**config.mk**
```make
export PLATFORM = sky130hd
export DESIGN_NAME = utf16_to_utf8_transcoder_top
export DESIGN_NICKNAME = d
export VERILOG_FILES = /design/src/design/u16u8_pkg.sv /design/src/design/utf16_to_utf8_transcoder_top.sv /design/src/design/u16u8_front.sv /design/src/design/u16u8_queue.sv /design/src/design/u16u8_back.sv
export SDC_FILE = /design/constraint.sdc
export NUM_CORES = 1
export LEC_CHECK = 0
export ABC_CLOCK_PERIOD_IN_PS = 4200
export BUFFER_PORTS_ARGS = -buffer_cell sky130_fd_sc_hd__buf_2
export CORE_MARGIN = 2
export CORE_UTILIZATION = 61
export DETAILED_ROUTE_END_ITERATION = 12
export PLACE_DENSITY = 0.86
export SLEW_MARGIN = 20
export SYNTH_ARGS = -nofsm -noshare
export SYNTH_HDL_FRONTEND = slang
export SYNTH_SLANG_ARGS = --single-unit
```
**constraint.sdc**
```tcl
create_clock -name clk_i -period 4.2 [get_ports clk_i]
set_clock_uncertainty 0.2 [all_clocks]
set_input_delay 0.21 -clock clk_i [delete_from_list [all_inputs] [get_ports clk_i]]
set_output_delay 0.21 -clock clk_i [all_outputs]
set_load 0.005 [all_outputs]
```
**src/design/u16u8_pkg.sv**
```systemverilog
// Package: shared types, constants and the UTF-8 byte encoder for the transcoder.
`default_nettype none

package u16u8_pkg;

  localparam int unsigned QueueDepthDef = 4;

  localparam logic [5:0]  SurrHighTag  = 6'b110110;
  localparam logic [5:0]  SurrLowTag   = 6'b110111;
  localparam logic [20:0] ReplChar     = 21'h00FFFD;
  localparam logic [20:0] SuppBase     = 21'h010000;
  localparam logic [20:0] Max1Byte     = 21'h00007F;
  localparam logic [20:0] Max2Byte     = 21'h0007FF;
  localparam logic [20:0] Max3Byte     = 21'h00FFFF;
  localparam logic [1:0]  ReplLenM1    = 2'd2;
  localparam logic [2:0]  ReplSteps    = 3'd3;

  typedef struct packed {
    logic [15:0] code_unit;
    logic        final_unit;
  } in_item_t;

  typedef struct packed {
    logic [7:0] utf8_byte;
    logic       run_last;
    logic       string_end;
  } out_item_t;

  // One queued transaction: an optional U+FFFD prefix, then one code point.
  typedef struct packed {
    logic        prefix;
    logic [20:0] cp;
    logic [1:0]  len_m1;
    logic [2:0]  steps_m1;
    logic        fin;
  } cp_rec_t;

  function automatic logic [1:0] cp_len_m1(input logic [20:0] cp);
    logic [1:0] r;
    if (cp <= Max1Byte) begin
      r = 2'd0;
    end else if (cp <= Max2Byte) begin
      r = 2'd1;
    end else if (cp <= Max3Byte) begin
      r = 2'd2;
    end else begin
      r = 2'd3;
    end
    return r;
  endfunction

  function automatic logic [7:0] enc_byte(input logic [20:0] cp, input logic [1:0] len_m1,
                                          input logic [1:0] k);
    logic [7:0] b;
    b = {2'b10, cp[5:0]};
    case (len_m1)
      2'd0: b = cp[7:0];
      2'd1: begin
        if (k == 2'd0) b = {3'b110, cp[10:6]};
      end
      2'd2: begin
        case (k)
          2'd0:    b = {4'b1110, cp[15:12]};
          2'd1:    b = {2'b10, cp[11:6]};
          default: b = {2'b10, cp[5:0]};
        endcase
      end
      default: begin
        case (k)
          2'd0:    b = {5'b11110, cp[20:18]};
          2'd1:    b = {2'b10, cp[17:12]};
          2'd2:    b = {2'b10, cp[11:6]};
          default: b = {2'b10, cp[5:0]};
        endcase
      end
    endcase
    return b;
  endfunction

endpackage

`default_nettype wire

```
**src/design/utf16_to_utf8_transcoder_top.sv**
```systemverilog
// UTF-16 to UTF-8 transcoder, top level.
// Input channel: in_valid_i / in_stall_o carry one UTF-16 code unit per
// transaction plus a flag on the final unit of the string.
// Output channel: out_valid_o / out_stall_i carry one UTF-8 byte per
// transaction, with run_last on the last byte caused by a code unit and
// string_end on the last byte of the string.
// The first byte of a unit passes through the record queue and then the output
// register before it reaches the output when the block is otherwise empty.
// Throughput: one byte per cycle out of the single output register while
// out_stall_i is low; a unit causes 0 bytes for a held high surrogate, 1 to 4
// for a code point, up to 6 when a broken pair adds U+FFFD. Units keep being
// accepted while bytes drain, until the record queue (QueueDepth entries) is
// full.
// Reset clears the queue, the output valid and any held high surrogate.
// While out_stall_i is high the output byte holds; the queue keeps filling
// and in_stall_o rises once it is full.
`default_nettype none

module utf16_to_utf8_transcoder_top #(
  parameter int unsigned QueueDepth = u16u8_pkg::QueueDepthDef
) (
  input  wire                      clk_i,
  input  wire                      rst_ni,
  input  wire                      in_valid_i,
  output logic                     in_stall_o,
  input  wire u16u8_pkg::in_item_t in_data_i,
  output logic                     out_valid_o,
  input  wire                      out_stall_i,
  output u16u8_pkg::out_item_t     out_data_o
);

  logic q_wr, q_full, q_rd, q_empty, pending;
  u16u8_pkg::cp_rec_t q_wdata, q_rdata;

  u16u8_front u_front (
    .clk_i      (clk_i),
    .rst_ni     (rst_ni),
    .in_valid_i (in_valid_i),
    .in_stall_o (in_stall_o),
    .in_data_i  (in_data_i),
    .q_full_i   (q_full),
    .q_wr_o     (q_wr),
    .q_wdata_o  (q_wdata),
    .pending_o  (pending)
  );

  u16u8_queue #(
    .Depth (QueueDepth)
  ) u_queue (
    .clk_i   (clk_i),
    .rst_ni  (rst_ni),
    .wr_i    (q_wr),
    .wdata_i (q_wdata),
    .full_o  (q_full),
    .rd_i    (q_rd),
    .rdata_o (q_rdata),
    .empty_o (q_empty)
  );

  u16u8_back u_back (
    .clk_i       (clk_i),
    .rst_ni      (rst_ni),
    .head_i      (q_rdata),
    .empty_i     (q_empty),
    .pop_o       (q_rd),
    .out_valid_o (out_valid_o),
    .out_stall_i (out_stall_i),
    .out_data_o  (out_data_o)
  );

`ifndef SYNTHESIS
  a_no_write_when_full: assert property (@(posedge clk_i) disable iff (!rst_ni)
    !(q_wr && q_full)) else $error("record written into a full queue");

  a_final_clears_pending: assert property (@(posedge clk_i) disable iff (!rst_ni)
    (in_valid_i && !in_stall_o && in_data_i.final_unit) |=> !pending)
    else $error("surrogate held past end of string");

  a_end_implies_run_last: assert property (@(posedge clk_i) disable iff (!rst_ni)
    (out_valid_o && out_data_o.string_end) |-> out_data_o.run_last)
    else $error("string_end without run_last");

  a_no_pop_when_empty: assert property (@(posedge clk_i) disable iff (!rst_ni)
    !(q_rd && q_empty)) else $error("queue popped while empty");
`endif

endmodule

`default_nettype wire

```
**src/design/u16u8_front.sv**
```systemverilog
// Front end: accepts code units, pairs surrogates and queues code point records.
`default_nettype none

module u16u8_front (
  input  wire                      clk_i,
  input  wire                      rst_ni,
  input  wire                      in_valid_i,
  output logic                     in_stall_o,
  input  wire u16u8_pkg::in_item_t in_data_i,
  input  wire                      q_full_i,
  output logic                     q_wr_o,
  output u16u8_pkg::cp_rec_t       q_wdata_o,
  output logic                     pending_o
);

  logic       pending_q, pending_d;
  logic [9:0] held_q, held_d;
  logic       accept, is_high, is_low, pair, hold;
  logic [20:0] pair_cp, body_cp;
  u16u8_pkg::cp_rec_t rec;

  assign in_stall_o = q_full_i;
  assign accept     = in_valid_i && !q_full_i;

  assign is_high = in_data_i.code_unit[15:10] == u16u8_pkg::SurrHighTag;
  assign is_low  = in_data_i.code_unit[15:10] == u16u8_pkg::SurrLowTag;
  assign pair    = pending_q && is_low;
  assign hold    = !pair && is_high && !in_data_i.final_unit;

  assign pair_cp = u16u8_pkg::SuppBase + {1'b0, held_q, in_data_i.code_unit[9:0]};
  assign body_cp = (is_high || is_low) ? u16u8_pkg::ReplChar : {5'd0, in_data_i.code_unit};

  always_comb begin
    rec.fin = in_data_i.final_unit;
    if (hold) begin
      rec.prefix = 1'b0;
      rec.cp     = u16u8_pkg::ReplChar;
    end else begin
      rec.prefix = pending_q && !pair;
      rec.cp     = pair ? pair_cp : body_cp;
    end
    rec.len_m1   = u16u8_pkg::cp_len_m1(rec.cp);
    rec.steps_m1 = {1'b0, rec.len_m1} + (rec.prefix ? u16u8_pkg::ReplSteps : 3'd0);
  end

  assign q_wr_o    = accept && (!hold || pending_q);
  assign q_wdata_o = rec;
  assign pending_o = pending_q;

  always_comb begin
    pending_d = pending_q;
    held_d    = held_q;
    if (accept) begin
      pending_d = hold;
      held_d    = hold ? in_data_i.code_unit[9:0] : 10'd0;
    end
  end

  always_ff @(posedge clk_i or negedge rst_ni) begin
    if (!rst_ni) begin
      pending_q <= 1'b0;
      held_q    <= 10'd0;
    end else begin
      pending_q <= pending_d;
      held_q    <= held_d;
    end
  end

endmodule

`default_nettype wire

```
**src/design/u16u8_queue.sv**
```systemverilog
// Small record queue between the front end and the byte serializer.
`default_nettype none

module u16u8_queue #(
  parameter int unsigned Depth = u16u8_pkg::QueueDepthDef
) (
  input  wire                     clk_i,
  input  wire                     rst_ni,
  input  wire                     wr_i,
  input  wire u16u8_pkg::cp_rec_t wdata_i,
  output logic                    full_o,
  input  wire                     rd_i,
  output u16u8_pkg::cp_rec_t      rdata_o,
  output logic                    empty_o
);

  localparam int unsigned PtrW = (Depth > 1) ? $clog2(Depth) : 1;
  localparam int unsigned CntW = $clog2(Depth + 1);

  u16u8_pkg::cp_rec_t entries_q [Depth];
  logic [PtrW-1:0] wptr_q, wptr_d, rptr_q, rptr_d;
  logic [CntW-1:0] cnt_q, cnt_d;
  logic do_wr, do_rd;

  assign full_o  = cnt_q == CntW'(Depth);
  assign empty_o = cnt_q == '0;
  assign rdata_o = entries_q[rptr_q];
  assign do_wr   = wr_i && !full_o;
  assign do_rd   = rd_i && !empty_o;

  always_comb begin
    wptr_d = wptr_q;
    rptr_d = rptr_q;
    cnt_d  = cnt_q;
    if (do_wr) wptr_d = (wptr_q == PtrW'(Depth - 1)) ? '0 : wptr_q + 1'b1;
    if (do_rd) rptr_d = (rptr_q == PtrW'(Depth - 1)) ? '0 : rptr_q + 1'b1;
    if (do_wr && !do_rd) cnt_d = cnt_q + 1'b1;
    if (do_rd && !do_wr) cnt_d = cnt_q - 1'b1;
  end

  always_ff @(posedge clk_i) begin
    if (do_wr) entries_q[wptr_q] <= wdata_i;
  end

  always_ff @(posedge clk_i or negedge rst_ni) begin
    if (!rst_ni) begin
      wptr_q <= '0;
      rptr_q <= '0;
      cnt_q  <= '0;
    end else begin
      wptr_q <= wptr_d;
      rptr_q <= rptr_d;
      cnt_q  <= cnt_d;
    end
  end

endmodule

`default_nettype wire

```
**src/design/u16u8_back.sv**
```systemverilog
// Back end: serializes queued records into UTF-8 bytes through an output register.
`default_nettype none

module u16u8_back (
  input  wire                     clk_i,
  input  wire                     rst_ni,
  input  wire u16u8_pkg::cp_rec_t head_i,
  input  wire                     empty_i,
  output logic                    pop_o,
  output logic                    out_valid_o,
  input  wire                     out_stall_i,
  output u16u8_pkg::out_item_t    out_data_o
);

  logic [2:0] step_q, step_d;
  logic       out_valid_q, out_valid_d;
  u16u8_pkg::out_item_t out_q, out_d;
  logic       load, last, in_prefix;
  logic [2:0] k;
  logic [7:0] byte_val;

  assign load      = !empty_i && (!out_valid_q || !out_stall_i);
  assign last      = step_q == head_i.steps_m1;
  assign in_prefix = head_i.prefix && (step_q < u16u8_pkg::ReplSteps);
  assign k         = step_q - (head_i.prefix ? u16u8_pkg::ReplSteps : 3'd0);
  assign byte_val  = in_prefix
                   ? u16u8_pkg::enc_byte(u16u8_pkg::ReplChar, u16u8_pkg::ReplLenM1, step_q[1:0])
                   : u16u8_pkg::enc_byte(head_i.cp, head_i.len_m1, k[1:0]);
  assign pop_o     = load && last;

  always_comb begin
    step_d      = step_q;
    out_valid_d = out_stall_i ? out_valid_q : 1'b0;
    out_d       = out_q;
    if (load) begin
      step_d           = last ? 3'd0 : step_q + 3'd1;
      out_valid_d      = 1'b1;
      out_d.utf8_byte  = byte_val;
      out_d.run_last   = last;
      out_d.string_end = last && head_i.fin;
    end
  end

  always_ff @(posedge clk_i) begin
    out_q <= out_d;
  end

  always_ff @(posedge clk_i or negedge rst_ni) begin
    if (!rst_ni) begin
      step_q      <= 3'd0;
      out_valid_q <= 1'b0;
    end else begin
      step_q      <= step_d;
      out_valid_q <= out_valid_d;
    end
  end

  assign out_valid_o = out_valid_q;
  assign out_data_o  = out_q;

endmodule

`default_nettype wire

```
==> impl_metrics.env <==
export IMPL_p_comb_share_pct=41.3
export IMPL_grt_use_total_pct=27.4
export IMPL_netlist_area_leader_share_pct=55.5
export IMPL_diodes=0
export IMPL_core_rowCount=37
export IMPL_yosysSeqAreaShare_pct=63.8
export IMPL_dr_wl_met2_mm=7.34
export IMPL_yosysTopAreaCell="edfxtp_1"
export IMPL_power_switching_mw=2.18
export IMPL_setup_viol=0
export IMPL_drive_above_1_share_pct=22.2
export IMPL_io_pins=33
export IMPL_p_int_mw=3.99
export IMPL_synth_commonest_cells="edfxtp_1, nand2_1, dfrtp_1, mux4_2, nor2_1"
export IMPL_worst_pin_slew_ps=641
export IMPL_switching_share_pct=35.4
export IMPL_cts_tree="yes"
export IMPL_finalHoldViolations=0
export IMPL_grt_overflow=0
export IMPL_netlist_instances=425
export IMPL_rsz0062_at_grt="false"
export IMPL_irDropWorstVdd_mv=0.628
export IMPL_seqPwrFrac_pct=34.0
export IMPL_max_slew_margin_pct=56.8
export IMPL_grt_pass1_wl_mm=22.8
export IMPL_routed_top_layer="met4"
export IMPL_port_buffers=32
export IMPL_die_x_um=108
export IMPL_routedWlPerCell_um=22.7
export IMPL_gp_congestion=0.806
export IMPL_min_period_ps=3580
export IMPL_clockRootBuffer="clkbuf_8"
export IMPL_cp_arrival_ps=3630
export IMPL_async_reset_ff_share_pct=15.3
export IMPL_die_area_sq_um=11700
export IMPL_htreeDepth=4
export IMPL_hpwl_mm=8.63
export IMPL_ys_flop_type="edfxtp_1"
export IMPL_end_kind="flip-flop"
export IMPL_crit_chain="dlygate4sd3_1 > buf_2 > and4b_1 > nand4_1 > o21a_1 > nor4_1 > a21o_1 > ha_1 > fa_1"
export IMPL_power_density_nw_per_um2=803
export IMPL_wl_met3_um=912
export IMPL_path_max_fanout=10
export IMPL_ys_warn_count=0
export IMPL_postSynthAreaPerCell_sq_um=15.5
export IMPL_routed_wl_mm=14.5
export IMPL_cts_clk_slew_worst_paths_ps=60
export IMPL_setup_tns_ps=0
export IMPL_dr_total_vias=3990
export IMPL_grt_pass1_vias=4129
export IMPL_critPathLaunchType="input port"
export IMPL_critPathMaxStageDelay_ps=620
export IMPL_crit_slowest_cell="nor4_1"
export IMPL_grt_max_degree=38
export IMPL_p_leak_nw=2.86
export IMPL_slew_viol_final=0
export IMPL_area_delta_synth_final_pct=16.5
export IMPL_max_freq_mhz=279
export IMPL_synthDistinctLibCells=59
export IMPL_synth_area_top_cells="edfxtp_1, dfrtp_1, mux4_2"
export IMPL_holdWs_ps=56.2
export IMPL_clockBufferDepth=2
export IMPL_dr_pass1_iters=6
export IMPL_hp_class="input port to asynchronous set/reset pin"
export IMPL_nets=528
export IMPL_path_class="input port to flip-flop"
export IMPL_start_util_pct=63.4
export IMPL_drv_cap=0
export IMPL_drc=0
export IMPL_cts_buffers_inserted=17
export IMPL_mappedNetlistArea_sq_um=6600
export IMPL_cts_sinks=144
export IMPL_yosysMostFrequentCell="edfxtp_1"
export IMPL_antenna_found_initial=0
export IMPL_status="complete, no violations"
export IMPL_pwr_share_clk_pct=24.7
export IMPL_synth_seq_cells=144
export IMPL_worstPathRequired_ps=4240
export IMPL_synth_edf_count=122
export IMPL_coreArea_sq_um=10400
export IMPL_clk_latency_ps=520
export IMPL_die_h_um=108
export IMPL_ant_nets=0
export IMPL_vias_per_cell=6.26
export IMPL_fin_crit_sh_pct=85.3
export IMPL_drt_met1_wl_mm=5.98
export IMPL_drtIter0Drc=390
export IMPL_synth_fp_nets=465
==> critical path, delay by kind of cell <==
kind,cells,cell delay [ps]
AO/OA/AOI/OAI,2,730
adder cells (fa/ha/maj),2,680
buffers and inverters,2,650
AND/OR/NAND/NOR,3,1350
==> flip-flops by register name, indices dropped and copies added (netlist names), 2 cells and up <==
register,cells
u_queue.rptr_q,2
u_back.step_q,3
u_queue.entries_q,112
u_back.out_data_o,10
u_queue.wptr_q,2
u_queue.cnt_q,3
u_front.held_q,10
==> power groups by stage <==
stage | combinational (mW) | sequential [mW] | clock (mW)
floorplan | 1.95 | 2.08 | 0
global placement | 2.41 | 2.08 | 0
detailed placement | 2.47 | 2.11 | 0
CTS | 2.52 | 2.10 | 1.54
global route | 2.78 | 2.13 | 1.60
finish | 2.55 | 2.10 | 1.52
==> per-layer routing <==
metal	track usage (%)	vias to the layer above
met4	9.34	0
met5	0	-
li1	-	1761
met3	8.80	25
met2	44.6	197
met1	35.1	2007
==> repair_timing <==
| action | in CTS | in global routing |
|---|---|---|
| gates resized for setup | 0 | 0 |
| hold endpoints to repair | 99 | 0 |
| hold buffers | 18 | 0 |
| buffers inserted | 0 | 0 |
==> cells in the final DEF, fill, tap and decap left out, types with 5 or more instances in the layout <==
cell type and count:
dfrtp_1 22, buf_4 7, buf_2 32, a21oi_1 8, inv_1 16, ha_1 17, o21a_1 5, nor2_1 21
mux2i_1 11, dlygate4sd3_1 18, mux4_2 22, nand2_1 33, nand2b_1 12, and2_1 7, xor2_1 6, clkbuf_16 16
clkinv_2 5, edfxtp_1 122, o21ai_0 15, mux2_2 7, nor3_1 7, a22o_1 10
==> metrics by stage <==
step | power, mW | setup slack, ps | instance area, sq um | utilization, % | instances
floorplan | 4.02 | 994 | 6600 | - | 425
global placement | 4.49 | 742 | 6910 | 66.3 | 587
detailed placement | 4.58 | 681 | 6910 | 66.3 | 587
CTS | 6.16 | 622 | 7690 | 73.8 | 637
global route | 6.50 | 428 | 7690 | 73.8 | 637
finish | 6.17 | 619 | 7690 | 73.8 | 637
==> worst paths after layout <==
path                                    from                 endpoint  slack [ps]  depth (start not counted)
hold reg to reg            u_front.held_q[1]        u_front.held_q[1]         320                          1
setup / recovery               in_data_i[14]  u_queue.entries_q[2][2]         620                          9
min in group clk_i             in_data_i[11]        u_front.pending_o          70                          4
hold / removal                        rst_ni         u_queue.cnt_q[1]          60                          2
setup reg to reg           u_queue.rptr_q[0]         u_queue.cnt_q[2]         630                         11
max in group asynchronous             rst_ni        u_front.held_q[8]        3360                          2
==> final cells by class <==
| class | instances | area [sq um] |
|---|---|---|
| clock inverters | 12 | 165 |
| fillers | 625 | 2730 |
| repair buffers | 57 | 393 |
| flip-flops and latches | 144 | 4210 |
| well taps | 136 | 170 |
| clock buffers | 20 | 435 |
| inverters | 18 | 67.6 |
| multi-input cells | 250 | 2240 |
==> cell families (layout without fill, tap and decap cells) <==
logic type / Yosys count / count (layout) / share of synthesized area [%]
AOI/OAI and AO/OA: 68 / 68 / 7.28
xor gates and xnor gates: 13 / 13 / 2.41
adders and majority gates: 19 / 19 / 3.83
buffers and inverters: 31 / 107 / 2.16
DFF: 144 / 144 / 63.8
muxes: 48 / 48 / 12.8
and+or+nand+nor: 102 / 102 / 7.68
Power figures use the tool's default switching activity.
